## src/design/assert_macros.svh

```systemverilog
// Assertion helpers used by the scaler RTL.
`ifndef ASSERT_MACROS_SVH
`define ASSERT_MACROS_SVH

// Same-cycle implication, checked on clk, off while rst_n is low.
`define NNIS_ASSERT_SAME(label, ante, cons) \
    label: assert property (@(posedge clk) disable iff (!rst_n) (ante) |-> (cons)) \
        else $error("nnis same-cycle check failed");

// Next-cycle implication, checked on clk, off while rst_n is low.
`define NNIS_ASSERT_NEXT(label, ante, cons) \
    label: assert property (@(posedge clk) disable iff (!rst_n) (ante) |=> (cons)) \
        else $error("nnis next-cycle check failed");

`endif

```

## src/design/nnis_pkg.sv

```systemverilog
`timescale 1ns / 1ps

package nnis_pkg;

    localparam int MAX_WIDTH  = 256;
    localparam int MAX_HEIGHT = 256;
    localparam int MAX_COLORS = 4;

    localparam int ROW_W  = $clog2(MAX_HEIGHT);
    localparam int COL_W  = $clog2(MAX_WIDTH);
    localparam int CLR_W  = $clog2(MAX_COLORS);
    localparam int ADDR_W = ROW_W + COL_W + CLR_W;
    localparam int STORE_DEPTH = MAX_WIDTH * MAX_HEIGHT * MAX_COLORS;

    localparam int DIM_W      = 9;
    localparam int CCNT_W     = 3;
    localparam int COORD_W    = 16;
    localparam int CIDX_W     = 2;
    localparam int BYTE_W     = 8;
    localparam int SCALE_W    = 16;
    localparam int SCALE_FRAC = 8;
    localparam int HDR_W      = 16;
    localparam int SIZE_W     = 34;
    localparam int ROW_ALIGN  = 4;

    localparam int MUL_A_W   = 18;
    localparam int MUL_B_W   = 16;
    localparam int MUL_P_W   = MUL_A_W + MUL_B_W;
    localparam int MUL_STEPS = MUL_B_W;
    localparam int MUL_CNT_W = $clog2(MUL_STEPS);

    localparam int DIV_N_W   = COORD_W + SCALE_FRAC;
    localparam int DIV_D_W   = SCALE_W;
    localparam int DIV_STEPS = DIV_N_W;
    localparam int DIV_CNT_W = $clog2(DIV_STEPS);

    localparam int CFG_IDX_W  = 3;
    localparam int CFG_DATA_W = 16;

    localparam logic [CFG_IDX_W-1:0] CFG_SRC_WIDTH    = 3'd0;
    localparam logic [CFG_IDX_W-1:0] CFG_SRC_HEIGHT   = 3'd1;
    localparam logic [CFG_IDX_W-1:0] CFG_COLOR_COUNT  = 3'd2;
    localparam logic [CFG_IDX_W-1:0] CFG_SCALE_Q      = 3'd3;
    localparam logic [CFG_IDX_W-1:0] CFG_HEADER_BYTES = 3'd4;

    localparam logic CMD_WRITE = 1'b0;
    localparam logic CMD_FETCH = 1'b1;

    typedef struct packed {
        logic               cmd;
        logic [COORD_W-1:0] pix_row;
        logic [COORD_W-1:0] pix_col;
        logic [CIDX_W-1:0]  color_index;
        logic [BYTE_W-1:0]  write_value;
    } in_item_t;

    typedef struct packed {
        logic [BYTE_W-1:0]  pixel_value;
        logic               out_of_range;
        logic [COORD_W-1:0] scaled_width;
        logic [COORD_W-1:0] scaled_height;
        logic [SIZE_W-1:0]  new_data_size;
    } out_item_t;

    typedef struct packed {
        logic              we;
        logic              re;
        logic [ADDR_W-1:0] addr;
        logic [BYTE_W-1:0] wdata;
    } store_req_t;

endpackage

```

## src/design/nnis_mul.sv

```systemverilog
`timescale 1ns / 1ps

module nnis_mul (
    input  logic                          clk,
    input  logic                          rst_n,
    input  logic                          start,
    input  logic [nnis_pkg::MUL_A_W-1:0]  a,
    input  logic [nnis_pkg::MUL_B_W-1:0]  b,
    output logic [nnis_pkg::MUL_P_W-1:0]  product,
    output logic                          busy
);
    import nnis_pkg::*;

    logic [MUL_A_W-1:0]   a_reg;
    logic [MUL_P_W-1:0]   prod_reg;
    logic [MUL_P_W-1:0]   prod_next;
    logic [MUL_A_W:0]     sum;
    logic [MUL_CNT_W-1:0] cnt_reg;
    logic                 busy_reg;

    // shift-add, one multiplier bit per cycle, LSB first
    always_comb
    begin
        sum       = {1'b0, prod_reg[MUL_P_W-1:MUL_B_W]}
                  + (prod_reg[0] ? {1'b0, a_reg} : '0);
        prod_next = {sum, prod_reg[MUL_B_W-1:1]};
    end

    always_ff @(posedge clk or negedge rst_n)
    begin
        if (!rst_n)
        begin
            busy_reg <= 1'b0;
            cnt_reg  <= '0;
            a_reg    <= '0;
            prod_reg <= '0;
        end
        else if (start)
        begin
            busy_reg <= 1'b1;
            cnt_reg  <= '0;
            a_reg    <= a;
            prod_reg <= {{MUL_A_W{1'b0}}, b};
        end
        else if (busy_reg)
        begin
            prod_reg <= prod_next;
            cnt_reg  <= cnt_reg + 1'b1;
            if (cnt_reg == MUL_CNT_W'(MUL_STEPS - 1))
            begin
                busy_reg <= 1'b0;
            end
        end
    end

    assign product = prod_reg;
    assign busy    = busy_reg;

endmodule

```

## config.mk

```make
export PLATFORM = sky130hd
export DESIGN_NAME = nnis_mul
export DESIGN_NICKNAME = d
export VERILOG_FILES = /design/src/design/assert_macros.svh /design/src/design/nnis_pkg.sv /design/src/design/nnis_mul.sv
export SDC_FILE = /design/constraint.sdc
export NUM_CORES = 1
export LEC_CHECK = 0
export ABC_AREA = 1
export BUFFER_PORTS_ARGS = -buffer_cell sky130_fd_sc_hd__clkbuf_2
export CAP_MARGIN = 20
export CORE_MARGIN = 4
export CORE_UTILIZATION = 55
export DETAILED_ROUTE_END_ITERATION = 12
export GPL_TIMING_DRIVEN = 0
export HOLD_SLACK_MARGIN = 0.02
export PLACE_DENSITY = 0.77
export REMOVE_ABC_BUFFERS = 1
export SLEW_MARGIN = 40
export SYNTH_ARGS = -nofsm -noshare
export SYNTH_HDL_FRONTEND = slang
export SYNTH_SLANG_ARGS = --single-unit
```

## constraint.sdc

```tcl
create_clock -name clk -period 3.61 [get_ports clk]
set_input_delay 0.722 -clock clk [delete_from_list [all_inputs] [get_ports clk]]
set_output_delay 0.722 -clock clk [all_outputs]
set_load 0.03 [all_outputs]
```

# ---- Word-level counts from Yosys, hierarchy flattened
# Cells that the tools add are included.
dict set report op_classes {
  n_reduce_logical 1
  n_addsub 2
  eq_ne 1
  muxes 8
}
# cell n
set ops {}
lappend ops {{$mux W34} 2}
lappend ops {{$add A18 B18 Y19} 1}
lappend ops {{$mux W18} 1}
lappend ops {{$mux W4} 2}
lappend ops {{$add A4 B1 Y4 const B} 1}
lappend ops {{$eq A4 B4 Y1 const B} 1}
lappend ops {{$mux W1} 3}
lappend ops {{$reduce_bool A2 Y1} 1}
dict set report word_totals {
  input_bits 37
  elab_cells 16
  ff_bits 57
}

# ---- Longest topological paths before layout
dict set report depth {
  depth_word 4
  depth_mapped 15
  mapped_depth_nobuf 14
}

# ---- Least setup slack after synthesis
# No wires, ideal clock.
dict set report synth_timing {
  kind {flip-flop to flip-flop}
  from {register prod_reg[0], in the netlist product[0]}
  to {register prod_reg[25], in the netlist product[25]}
  n_path_buf 2
  t_arrival_ns 2.229
  stages_incl_launch_ff 15
  slack_ns 1.262
  period_less_slack_ns 2.348
  path_cell_list {dfrtp_1 clkbuf_1 clkbuf_1 nand2_1 inv_1 ha_1 fa_1 nand3_1 nand2_1 nand2_1 nand2_2 nand2_1 nand2_1 nor2_1 o21ai_2}
}
dict set report synth_via {
  elab_chain_len 4
}
# item line
set synth_lines {}
lappend synth_lines {{from (decl)} nnis_mul.sv:15} ;# logic [MUL_P_W-1:0] prod_reg;
lappend synth_lines {{from (signal assigned)} nnis_mul.sv:43} ;# prod_reg <= {{MUL_A_W{1'b0}}, b};
lappend synth_lines {{from (signal assigned)} nnis_mul.sv:47} ;# prod_reg <= prod_next;
lappend synth_lines {{$mux W18} nnis_mul.sv:25} ;# + (prod_reg[0] ? {1'b0, a_reg} : '0);
lappend synth_lines {{$add A18 B18 Y19} nnis_mul.sv:25}
lappend synth_lines {{$mux W34} nnis_mul.sv:45} ;# else if (busy_reg)
lappend synth_lines {{$mux W34} nnis_mul.sv:38} ;# else if (start)
# No other way between the ends. The select of a mux whose other input is x is not followed.
# A chain may end at the register's enable or synchronous reset.

# ---- Worst setup path in the final report
dict set report layout_timing {
  from {register prod_reg[0], in the netlist product[0]}
  to {register prod_reg[27], in the netlist product[27]}
}
# Same word-level chain as after synthesis.

==> results_dict.tcl <==
set metrics [dict create \
    synthArstFlopShare 1.00 \
    grt_max_degree 37 \
    cts_tree "yes" \
    post_cts_resized 0 \
    cts_hold_buffers 0 \
    cts-root-buf "clkbuf_8" \
    fin_crit_sh 0.673 \
    leakagePower_nw 2.37 \
    slew_headroom 0.504 \
    p_per_area_nw_per_um2 473 \
    final_common_cell "nand2_1" \
    hpwl_mm 5.90 \
    hold_viol_final 0 \
    crit_cells 12 \
    nNetsFinal 584 \
    cp_slowest_cell "dfrtp_1" \
    maxSlewViolCount 0 \
    syn2layout_area_growth_pct 18.3 \
    cts.htree.levels 3 \
    postCtsSetupBuffers 0 \
    setup_viol 0 \
    antenna_found_initial 0 \
    cts.sinks 57 \
    overflow 0 \
    tightest_slew_ns 0.744 \
    critical_path_class "register to register" \
    die_x_um 86.7 \
    diodes 0 \
    gp_congestion 0.953 \
    crit_path_max_incr_delay_ns 0.65 \
    cp_common_cell "nand2_1" \
    yosysUniqueCellTypes 33 \
    die_area_um2 7510 \
    skew_ns 0.0132 \
    arrival_ns 2.65 \
    antenna_left 0 \
    syn_area_um2 3400 \
    cp_num_buf_inv 1 \
    rsz0062_at_grt "no" \
    yosysWarningCount 0 \
    initial_utilization 0.571 \
    cts_max_path_buffers 2 \
    io_pins 72 \
    first_pass_iters 4 \
    via_count 3165 \
    clock.fmax_ghz 0.412 \
    final.setup.tns_ns 0 \
    startpoint "product[0]" \
    core_area_um2 5960 \
    synth-edff-count 0 \
    grt_pass1_wl_mm 14.3 \
    ys_ff_latch 57 \
    drc 0 \
    via_per_inst 5.21 \
    reg2reg_slack_ns 1.18 \
    layout-drive-gt1-share 0.186 \
    wirelength_mm 8.18 \
    crit_chain "nand2_1, inv_1, ha_1, fa_1, nand3_1, nand2_1, nand3_1, nand2_2, nand2_1, nand3b_1, nand3_1, nand2_1" \
    clk_latency_ns 0.34 \
    num_rows 28 \
    start_kind "register" \
    final_cell_mix "186 x nand2_1, 69 x clkbuf_2, 60 x inv_1" \
    placed_area_um2 3810 \
    largest_reg_flops 34 \
    crit_family "simple AND/OR/NAND/NOR gates" \
    rr_startpoint "product[0]" \
    cap_violations 0 \
    clkTransAtPathRegs_ns 0.07 \
    seq_area_frac_synth 0.419 \
    ff2ff_path_depth 12 \
    grt_pass1_vias 3173 \
    wire_per_inst_um 13.5 \
    outcome "completed" \
    port-buffer-count 71 \
    period_minus_slack_ns 2.43 \
    die_h_um 86.7 \
    synthCells 458 \
    endpoint_kind "register" \
    timing.rr.end "product[27]" \
    final_area_um2 4030 \
    avgSynthCellArea_um2 7.43 \
    track_usage 0.241 \
    cp_max_fo 20 \
    synthFlopType "dfrtp_1" \
    numCtsBuffers 9 \
    hold_class "input port to async pin" \
    cp.required_ns 3.83 \
    vdd.ir_drop.worst_mv 0.250 \
    nFillCells 523 \
    drt_iter0_drc 161 \
]
==> cell usage after synthesis, types with 3 or more instances <==
library cell,number,area [um^2]
o21ai_0,11,55.1
buf_2,7,35.0
o21ai_1,7,35.0
nor2_1,13,48.8
nand2_1,186,698
dfrtp_1,57,1430
xnor2_1,8,70.1
inv_1,61,229
nand3b_1,3,22.5
nand3_1,23,115
o221ai_1,11,96.3
a21oi_1,20,100
clkbuf_1,6,22.5
ha_1,19,238
==> cell families after synthesis <==
family / synth area share
adder cells (fa/ha/maj): 0.0757
buffers and inverters: 0.0897
flip-flops: 0.419
AO/OA/AOI/OAI: 0.110
AND/OR/NAND/NOR: 0.285
XOR/XNOR: 0.0206
==> worst max path at each step <==
stage	to	slack, ns
after floorplan	product[25]	1.49
after global placement	product[12]	0.97
after detailed placement	product[7]	0.89
after CTS	product[27]	1.18
after global routing	product[27]	0.94
final	product[27]	1.18
==> final cells by class <==
type | count | area (um^2) | share of cell area
multi-input cells | 324 | 1670 | 0.415
flip-flops and latches | 57 | 1430 | 0.354
repair buffers | 72 | 378 | 0.0938
inverters | 63 | 236 | 0.0587
clock buffers | 12 | 145 | 0.0360
well taps | 75 | 93.8 | 0.0233
clock inverters | 4 | 76.3 | 0.0189
==> layer usage <==
metal | up-vias | GRT usage | wire, um
met4 | 0 | 0.0949 | 170
met5 | - | 0 | 0
met2 | 101 | 0.412 | 3920
met1 | 1446 | 0.297 | 3490
met3 | 19 | 0.0494 | 596
li1 | 1599 | - | -
==> stage by stage <==
| stage | hold WS [ns] | worst slack (ns) | power (mW) | cells | utilization |
|---|---|---|---|---|---|
| final | 0.294 | 1.18 | 1.90 | 607 | 0.676 |
| after global placement | 0.454 | 0.973 | 1.22 | 590 | 0.635 |
| after CTS | 0.297 | 1.18 | 1.92 | 607 | 0.676 |
| after global routing | 0.311 | 0.942 | 2.00 | 607 | 0.676 |
| after detailed placement | 0.458 | 0.888 | 1.24 | 591 | 0.639 |
| after floorplan | 0.426 | 1.49 | 1.08 | 444 | - |
==> power breakdown <==
| part | leakage (nW) | switching, mW | internal [mW] |
|---|---|---|---|
| clock | 0.107 | 0.264 | 0.409 |
| combinational | 1.54 | 0.311 | 0.158 |
| sequential | 0.716 | 0.0561 | 0.705 |
(Power assumes the default switching activity.)
