===== src/design/assert_macros.svh =====
// Assertion helpers used by the scaler RTL.
`ifndef ASSERT_MACROS_SVH
`define ASSERT_MACROS_SVH

// Same-cycle implication, checked on clk, off while rst_n is low.
`define NNIS_ASSERT_SAME(label, ante, cons) \
    label: assert property (@(posedge clk) disable iff (!rst_n) (ante) |-> (cons)) \
        else $error("nnis same-cycle check failed");

// Next-cycle implication, checked on clk, off while rst_n is low.
`define NNIS_ASSERT_NEXT(label, ante, cons) \
    label: assert property (@(posedge clk) disable iff (!rst_n) (ante) |=> (cons)) \
        else $error("nnis next-cycle check failed");

`endif


===== src/design/nnis_pkg.sv =====
`timescale 1ns / 1ps

package nnis_pkg;

    localparam int MAX_WIDTH  = 256;
    localparam int MAX_HEIGHT = 256;
    localparam int MAX_COLORS = 4;

    localparam int ROW_W  = $clog2(MAX_HEIGHT);
    localparam int COL_W  = $clog2(MAX_WIDTH);
    localparam int CLR_W  = $clog2(MAX_COLORS);
    localparam int ADDR_W = ROW_W + COL_W + CLR_W;
    localparam int STORE_DEPTH = MAX_WIDTH * MAX_HEIGHT * MAX_COLORS;

    localparam int DIM_W      = 9;
    localparam int CCNT_W     = 3;
    localparam int COORD_W    = 16;
    localparam int CIDX_W     = 2;
    localparam int BYTE_W     = 8;
    localparam int SCALE_W    = 16;
    localparam int SCALE_FRAC = 8;
    localparam int HDR_W      = 16;
    localparam int SIZE_W     = 34;
    localparam int ROW_ALIGN  = 4;

    localparam int MUL_A_W   = 18;
    localparam int MUL_B_W   = 16;
    localparam int MUL_P_W   = MUL_A_W + MUL_B_W;
    localparam int MUL_STEPS = MUL_B_W;
    localparam int MUL_CNT_W = $clog2(MUL_STEPS);

    localparam int DIV_N_W   = COORD_W + SCALE_FRAC;
    localparam int DIV_D_W   = SCALE_W;
    localparam int DIV_STEPS = DIV_N_W;
    localparam int DIV_CNT_W = $clog2(DIV_STEPS);

    localparam int CFG_IDX_W  = 3;
    localparam int CFG_DATA_W = 16;

    localparam logic [CFG_IDX_W-1:0] CFG_SRC_WIDTH    = 3'd0;
    localparam logic [CFG_IDX_W-1:0] CFG_SRC_HEIGHT   = 3'd1;
    localparam logic [CFG_IDX_W-1:0] CFG_COLOR_COUNT  = 3'd2;
    localparam logic [CFG_IDX_W-1:0] CFG_SCALE_Q      = 3'd3;
    localparam logic [CFG_IDX_W-1:0] CFG_HEADER_BYTES = 3'd4;

    localparam logic CMD_WRITE = 1'b0;
    localparam logic CMD_FETCH = 1'b1;

    typedef struct packed {
        logic               cmd;
        logic [COORD_W-1:0] pix_row;
        logic [COORD_W-1:0] pix_col;
        logic [CIDX_W-1:0]  color_index;
        logic [BYTE_W-1:0]  write_value;
    } in_item_t;

    typedef struct packed {
        logic [BYTE_W-1:0]  pixel_value;
        logic               out_of_range;
        logic [COORD_W-1:0] scaled_width;
        logic [COORD_W-1:0] scaled_height;
        logic [SIZE_W-1:0]  new_data_size;
    } out_item_t;

    typedef struct packed {
        logic              we;
        logic              re;
        logic [ADDR_W-1:0] addr;
        logic [BYTE_W-1:0] wdata;
    } store_req_t;

endpackage


===== src/design/nnis_div.sv =====
`timescale 1ns / 1ps

module nnis_div (
    input  logic                          clk,
    input  logic                          rst_n,
    input  logic                          start,
    input  logic [nnis_pkg::DIV_N_W-1:0]  dividend,
    input  logic [nnis_pkg::DIV_D_W-1:0]  divisor,
    output logic [nnis_pkg::DIV_N_W-1:0]  quotient,
    output logic                          busy
);
    import nnis_pkg::*;

    logic [DIV_N_W-1:0]   dvd_reg;
    logic [DIV_D_W-1:0]   dsr_reg;
    logic [DIV_D_W-1:0]   rem_reg;
    logic [DIV_N_W-1:0]   quo_reg;
    logic [DIV_CNT_W-1:0] cnt_reg;
    logic                 busy_reg;
    logic [DIV_D_W:0]     shifted;
    logic [DIV_D_W:0]     diff;
    logic                 ge;

    // restoring division, one quotient bit per cycle
    always_comb
    begin
        shifted = {rem_reg, dvd_reg[DIV_N_W-1]};
        ge      = (shifted >= {1'b0, dsr_reg});
        diff    = shifted - {1'b0, dsr_reg};
    end

    always_ff @(posedge clk or negedge rst_n)
    begin
        if (!rst_n)
        begin
            busy_reg <= 1'b0;
            cnt_reg  <= '0;
            dvd_reg  <= '0;
            dsr_reg  <= '0;
            rem_reg  <= '0;
            quo_reg  <= '0;
        end
        else if (start)
        begin
            busy_reg <= 1'b1;
            cnt_reg  <= '0;
            dvd_reg  <= dividend;
            dsr_reg  <= divisor;
            rem_reg  <= '0;
            quo_reg  <= '0;
        end
        else if (busy_reg)
        begin
            dvd_reg <= {dvd_reg[DIV_N_W-2:0], 1'b0};
            rem_reg <= ge ? diff[DIV_D_W-1:0] : shifted[DIV_D_W-1:0];
            quo_reg <= {quo_reg[DIV_N_W-2:0], ge};
            cnt_reg <= cnt_reg + 1'b1;
            if (cnt_reg == DIV_CNT_W'(DIV_STEPS - 1))
            begin
                busy_reg <= 1'b0;
            end
        end
    end

    assign quotient = quo_reg;
    assign busy     = busy_reg;

endmodule


===== config.mk =====
export PLATFORM = sky130hd
export DESIGN_NAME = nnis_div
export DESIGN_NICKNAME = d
export VERILOG_FILES = /design/src/design/assert_macros.svh /design/src/design/nnis_pkg.sv /design/src/design/nnis_div.sv
export SDC_FILE = /design/constraint.sdc
export NUM_CORES = 1
export LEC_CHECK = 0
export ABC_CLOCK_PERIOD_IN_PS = 3590
export BUFFER_PORTS_ARGS = -buffer_cell sky130_fd_sc_hd__clkbuf_2
export CAP_MARGIN = 5
export CORE_ASPECT_RATIO = 0.75
export CORE_MARGIN = 5
export CORE_UTILIZATION = 62
export CTS_BUF_LIST = sky130_fd_sc_hd__clkbuf_16
export DETAILED_ROUTE_END_ITERATION = 12
export GPL_TIMING_DRIVEN = 1
export PLACE_DENSITY_LB_ADDON = 0.1
export SETUP_SLACK_MARGIN = 0.1
export SLEW_MARGIN = 20
export SYNTH_ARGS = -nofsm -noshare
export SYNTH_HDL_FRONTEND = slang
export SYNTH_SLANG_ARGS = --single-unit

===== constraint.sdc =====
create_clock -name clk -period 3.59 [get_ports clk]
set_clock_uncertainty 0.1 [all_clocks]
set_input_delay 0.5385 -clock clk [delete_from_list [all_inputs] [get_ports clk]]
set_output_delay 0.5385 -clock clk [all_outputs]
set_load 0.005 [all_outputs]

Yosys cells after proc, flatten, opt, wreduce, memory -nomap -nowiden:

Index checks and enable logic that the tools add are counted.

* register bits after elaboration: 86
* bits in latches: 0
* bits in writable memories: 0
* bits in read-only memories: 0
* logic and storage cells: 23
* memories: 0

* add/subtract/negate cells: 2
* multipliers: 0
* div/mod/pow operators: 0
* $lt $le $gt $ge: 1
* eq/ne operators: 1
* shift-type cells: 0
* muxes and demuxes: 12
* bitwise logic cells: 0
* reduce and logical (&&, ||, !) cells: 1

Operator list (count)
* $mux W24: 4
* $mux W16: 3
* $ge A17 B16 Y1: 1
* $sub A16 B16 Y16: 1
* $mux W5: 2
* $add A5 B1 Y5 const B: 1
* $eq A5 B5 Y1 const B: 1
* $mux W1: 3
* $reduce_bool A2 Y1: 1

Logic depth before layout (Yosys ltp):

* word-level depth: 4
* depth in mapped cells: 9
* mapped depth without buffers: 9

Worst setup path after synthesis:

No wires, ideal clock.

* kind: register -> register
* start point: register rem_reg[1]
* end point: register rem_reg[10]
* setup time: 126 ps
* data arrival time: 1998 ps
* data required time: 3364 ps
* slack: 1366 ps
* cell stages (with the launch flop): 8
* clock period less this slack: 2224 ps
* cells stage by stage: dfrtp_1 ha_1 o211ai_1 a21o_2 a211oi_2 o31ai_4 nand2_2 o311a_1

* word-level cells in the longest chain between the ends: 4
* elaborated cells on any way between the ends: 5
* classes of those cells: add/sub (1); order compare (1); mux (3)

Ends and longest elaborated chain
* start: declaration: RTL line nnis_div.sv:16 `logic [DIV_D_W-1:0] rem_reg;`
* start signal: assignment: RTL line nnis_div.sv:55 `rem_reg <= ge ? diff[DIV_D_W-1:0] : shifted[DIV_D_W-1:0];`
* $sub A16 B16 Y16 / $ge A17 B16 Y1 (equally long branches): RTL line nnis_div.sv:29, nnis_div.sv:28
* $mux W16 (*): RTL line nnis_div.sv:55
* $mux W16 (*): RTL line nnis_div.sv:52 `else if (busy_reg)`
* $mux W16 (*): RTL line nnis_div.sv:43 `else if (start)`

Mark *: on every way between the ends. The rest lies on a longest branch, timed or not. The select of a mux whose other input is x is not followed.
A chain may end at the register's enable or synchronous reset.

Worst setup path in the final report:

* start point: register rem_reg[12]
* end point: register rem_reg[1]

* word-level cells in the longest chain between the ends: 4

Ends and longest elaborated chain
* $ge A17 B16 Y1: RTL line nnis_div.sv:28 `ge = (shifted >= {1'b0, dsr_reg});`
* $mux W16: RTL line nnis_div.sv:55
* $mux W16: RTL line nnis_div.sv:52
* $mux W16: RTL line nnis_div.sv:43

No other way between the ends. The select of a mux whose other input is x is not followed.

==> results_dict.tcl <==
set metrics [dict create \
    row_count 27 \
    layout.nets 601 \
    ys_async_sr_fraction_pct 100.0 \
    period_needed_ps 2774 \
    worst_hold_path_type "in2async" \
    slew_headroom_pct 49.63 \
    dr.pass1.iters 5 \
    status "finished clean" \
    clock_latency_ps 340 \
    htreeDepth 3 \
    cts-buffers-inserted 9 \
    finalHoldViolations 0 \
    die-area_um2 9383 \
    cp.arrival_ps 2910 \
    drc 0 \
    cts_hold_buf 0 \
    critPathMaxStageDelay_ps 570 \
    first_global_vias 3621 \
    synth_area_um2 4668 \
    routed-via-count 3700 \
    setup_tns_ps 0 \
    cp-end-kind "register" \
    die_x_um 110.2 \
    critPathSlowestCell "a21boi_2" \
    post-route-period-util_pct 77.26 \
    worst_slew_pin_slew_ps 755.6 \
    yosys.area_share.simple_pct 13.59 \
    muxShareOfSynthArea_pct 10.53 \
    worstPathRequired_ps 3730 \
    ys_ff_latch 86 \
    cts_root_buf "clkbuf_16" \
    design_area_um2 5353 \
    dpl-instance-area_um2 5070 \
    synth_xor_area_share_pct 2.251 \
    path_clk_slew_ps 70 \
    antenna_cells 0 \
    synth-edff-count 0 \
    syn_avg_cell_area_um2 9.645 \
    ys.flop_type "dfrtp_1" \
    synth_top_family_by_area "compound AO/OA/AOI/OAI gates" \
    cts_sinks 86 \
    synth_compound_area_share_pct 18.47 \
    total_leakage_power_nw 2.873 \
    ant_nets 0 \
    max-vdd-ir-drop_mv 0.3407 \
    rsz0062_at_grt "no" \
    areaGrowthSynthToFinish_pct 14.66 \
    drive_gt1_share_pct 18.72 \
    max_freq_mhz 360.5 \
    drt_wl_total_um 10270 \
    crit_type "reg2reg" \
    final_cell_mix "85 x dfrtp_1, 65 x clkbuf_2, 60 x nor2_1, 49 x nand2_1, 49 x o21ai_0" \
    start_kind "register" \
    crit_chain "ha_1 > nand2_2 > nor3b_4 > o21a_2 > a21boi_2 > nor2_1 > a311oi_1" \
    final_common_cell "dfrtp_1" \
    clockBufferDepth 2 \
    ioPinCount 68 \
    gp_congestion 0.9126 \
    yosysUniqueCellTypes 57 \
    syn_nets 545 \
    max-cap-violations 0 \
    avgViaCountPerCell 5.728 \
    antenna_found_initial 0 \
    place_hpwl_um 6903 \
    grt_max_degree 86 \
    slew_viol_final 0 \
    synth_warnings 0 \
    synthAdderAreaFrac_pct 4.985 \
    setup_violations 0 \
    grtUsageTotal_pct 23.61 \
    io_buffers 67 \
    cts_tree "built" \
    routedWlPerCell_um 15.90 \
    grt-ovfl-total 0 \
    p_per_area_nw_per_um2 640.1 \
    grt_pass1_wl_um 17540 \
    coreArea_um2 7331 \
    drt_iter0_drc 247 \
    fp.dieH_um 85.15 \
    cts_setup_buffers 0 \
    synth_cells 484 \
    start_util_pct 63.68 \
    seq_area_frac_synth_pct 46.10 \
    cts_resized 0 \
    cp_max_fo 13 \
]
## cells by family after synthesis
| family | Yosys count |
|---|---|
| xor gates and xnor gates | 12 |
| and+or+nand+nor | 143 |
| DFF | 86 |
| AOI/OAI and AO/OA | 129 |
| adders and majority gates | 18 |
| muxes | 49 |
| buffers and inverters | 47 |
## critical path: cells and delay by family, from the launching register on
family,cells,cell delay (ps)
compound gates,3,1120
fa+ha+maj,1,390
flops,1,400
simple gates,3,640
## layout make-up
class | instances | area (um2)
sequential | 86 | 2156
multi-input combinational | 351 | 2326
fill | 554 | 1978
tap | 101 | 126.4
clock inverter | 7 | 57.56
clock buffer | 9 | 225.2
inverter | 21 | 78.83
timing repair buffer | 71 | 382.9
## stage by stage
| step | hold WS (ps) | utilization, % | worst slack [ps] | instances | power, W |
|---|---|---|---|---|---|
| final | 55.99 | 73.02 | 816.4 | 646 | 0.003426 |
| after detailed placement | 414.3 | 69.16 | 857.3 | 630 | 0.002510 |
| after global routing | 90.28 | 73.02 | 616.7 | 646 | 0.003664 |
| after CTS | 64.62 | 73.02 | 837.8 | 646 | 0.003419 |
| after floorplan | 142.9 | - | 1366 | 484 | 0.002208 |
| after global placement | 405.9 | 69.16 | 960.0 | 630 | 0.002481 |
## worst paths after layout
| path | start | endpoint | slack, ps | cells after the start |
|---|---|---|---|---|
| max | rem_reg[12] | rem_reg[1] | 820 | 7 |
| min | rst_n | dvd_reg[4] | 60 | 1 |
| max reg2reg | rem_reg[12] | rem_reg[1] | 820 | 7 |
| min reg2reg | dsr_reg[0] | dsr_reg[0] | 430 | 1 |
| max in group asynchronous | rst_n | quotient[7] | 2620 | 2 |
| min in group clk | divisor[6] | dsr_reg[6] | 290 | 3 |
## Yosys cell counts (3+ instances only)
cell type / count / area [um2]
a211oi_1: 5 / 37.54
a21o_1: 6 / 45.04
a21oi_1: 16 / 80.08
a311oi_1: 7 / 61.31
a31oi_1: 3 / 18.77
buf_1: 4 / 15.01
clkbuf_1: 18 / 67.56
dfrtp_1: 86 / 2152
ha_1: 17 / 212.7
inv_1: 21 / 78.83
mux2i_1: 48 / 480.5
nand2_1: 49 / 183.9
nand2b_1: 7 / 43.79
nand3_1: 6 / 30.03
nand4_1: 4 / 25.02
nor2_1: 60 / 225.2
nor3_1: 5 / 25.02
nor3b_1: 4 / 30.03
o21a_1: 4 / 30.03
o21ai_0: 49 / 245.2
o21ai_1: 4 / 20.02
o221ai_1: 3 / 26.28
o311a_1: 4 / 40.04
o31ai_1: 3 / 22.52
xnor2_1: 7 / 61.31
xor2_1: 5 / 43.79
## power by group
part / switching, W / total [W] / internal [W]
Clock: 0.000422 / 0.000900 / 0.000478
Sequential: 0.0000956 / 0.00119 / 0.00110
Combinational: 0.000800 / 0.00133 / 0.000534
Total: 0.00132 / 0.00343 / 0.00211
## routing by layer
metal | up-vias | part of all wire (%) | track usage [%]
li1 | 1833 | - | -
met1 | 1729 | 49 | 35.98
met2 | 127 | 42 | 33.04
met3 | 11 | 7.3 | 6.616
met4 | 0 | 1.3 | 6.376
met5 | - | 0 | 0
No activity file was read; power rests on OpenSTA's default activity.
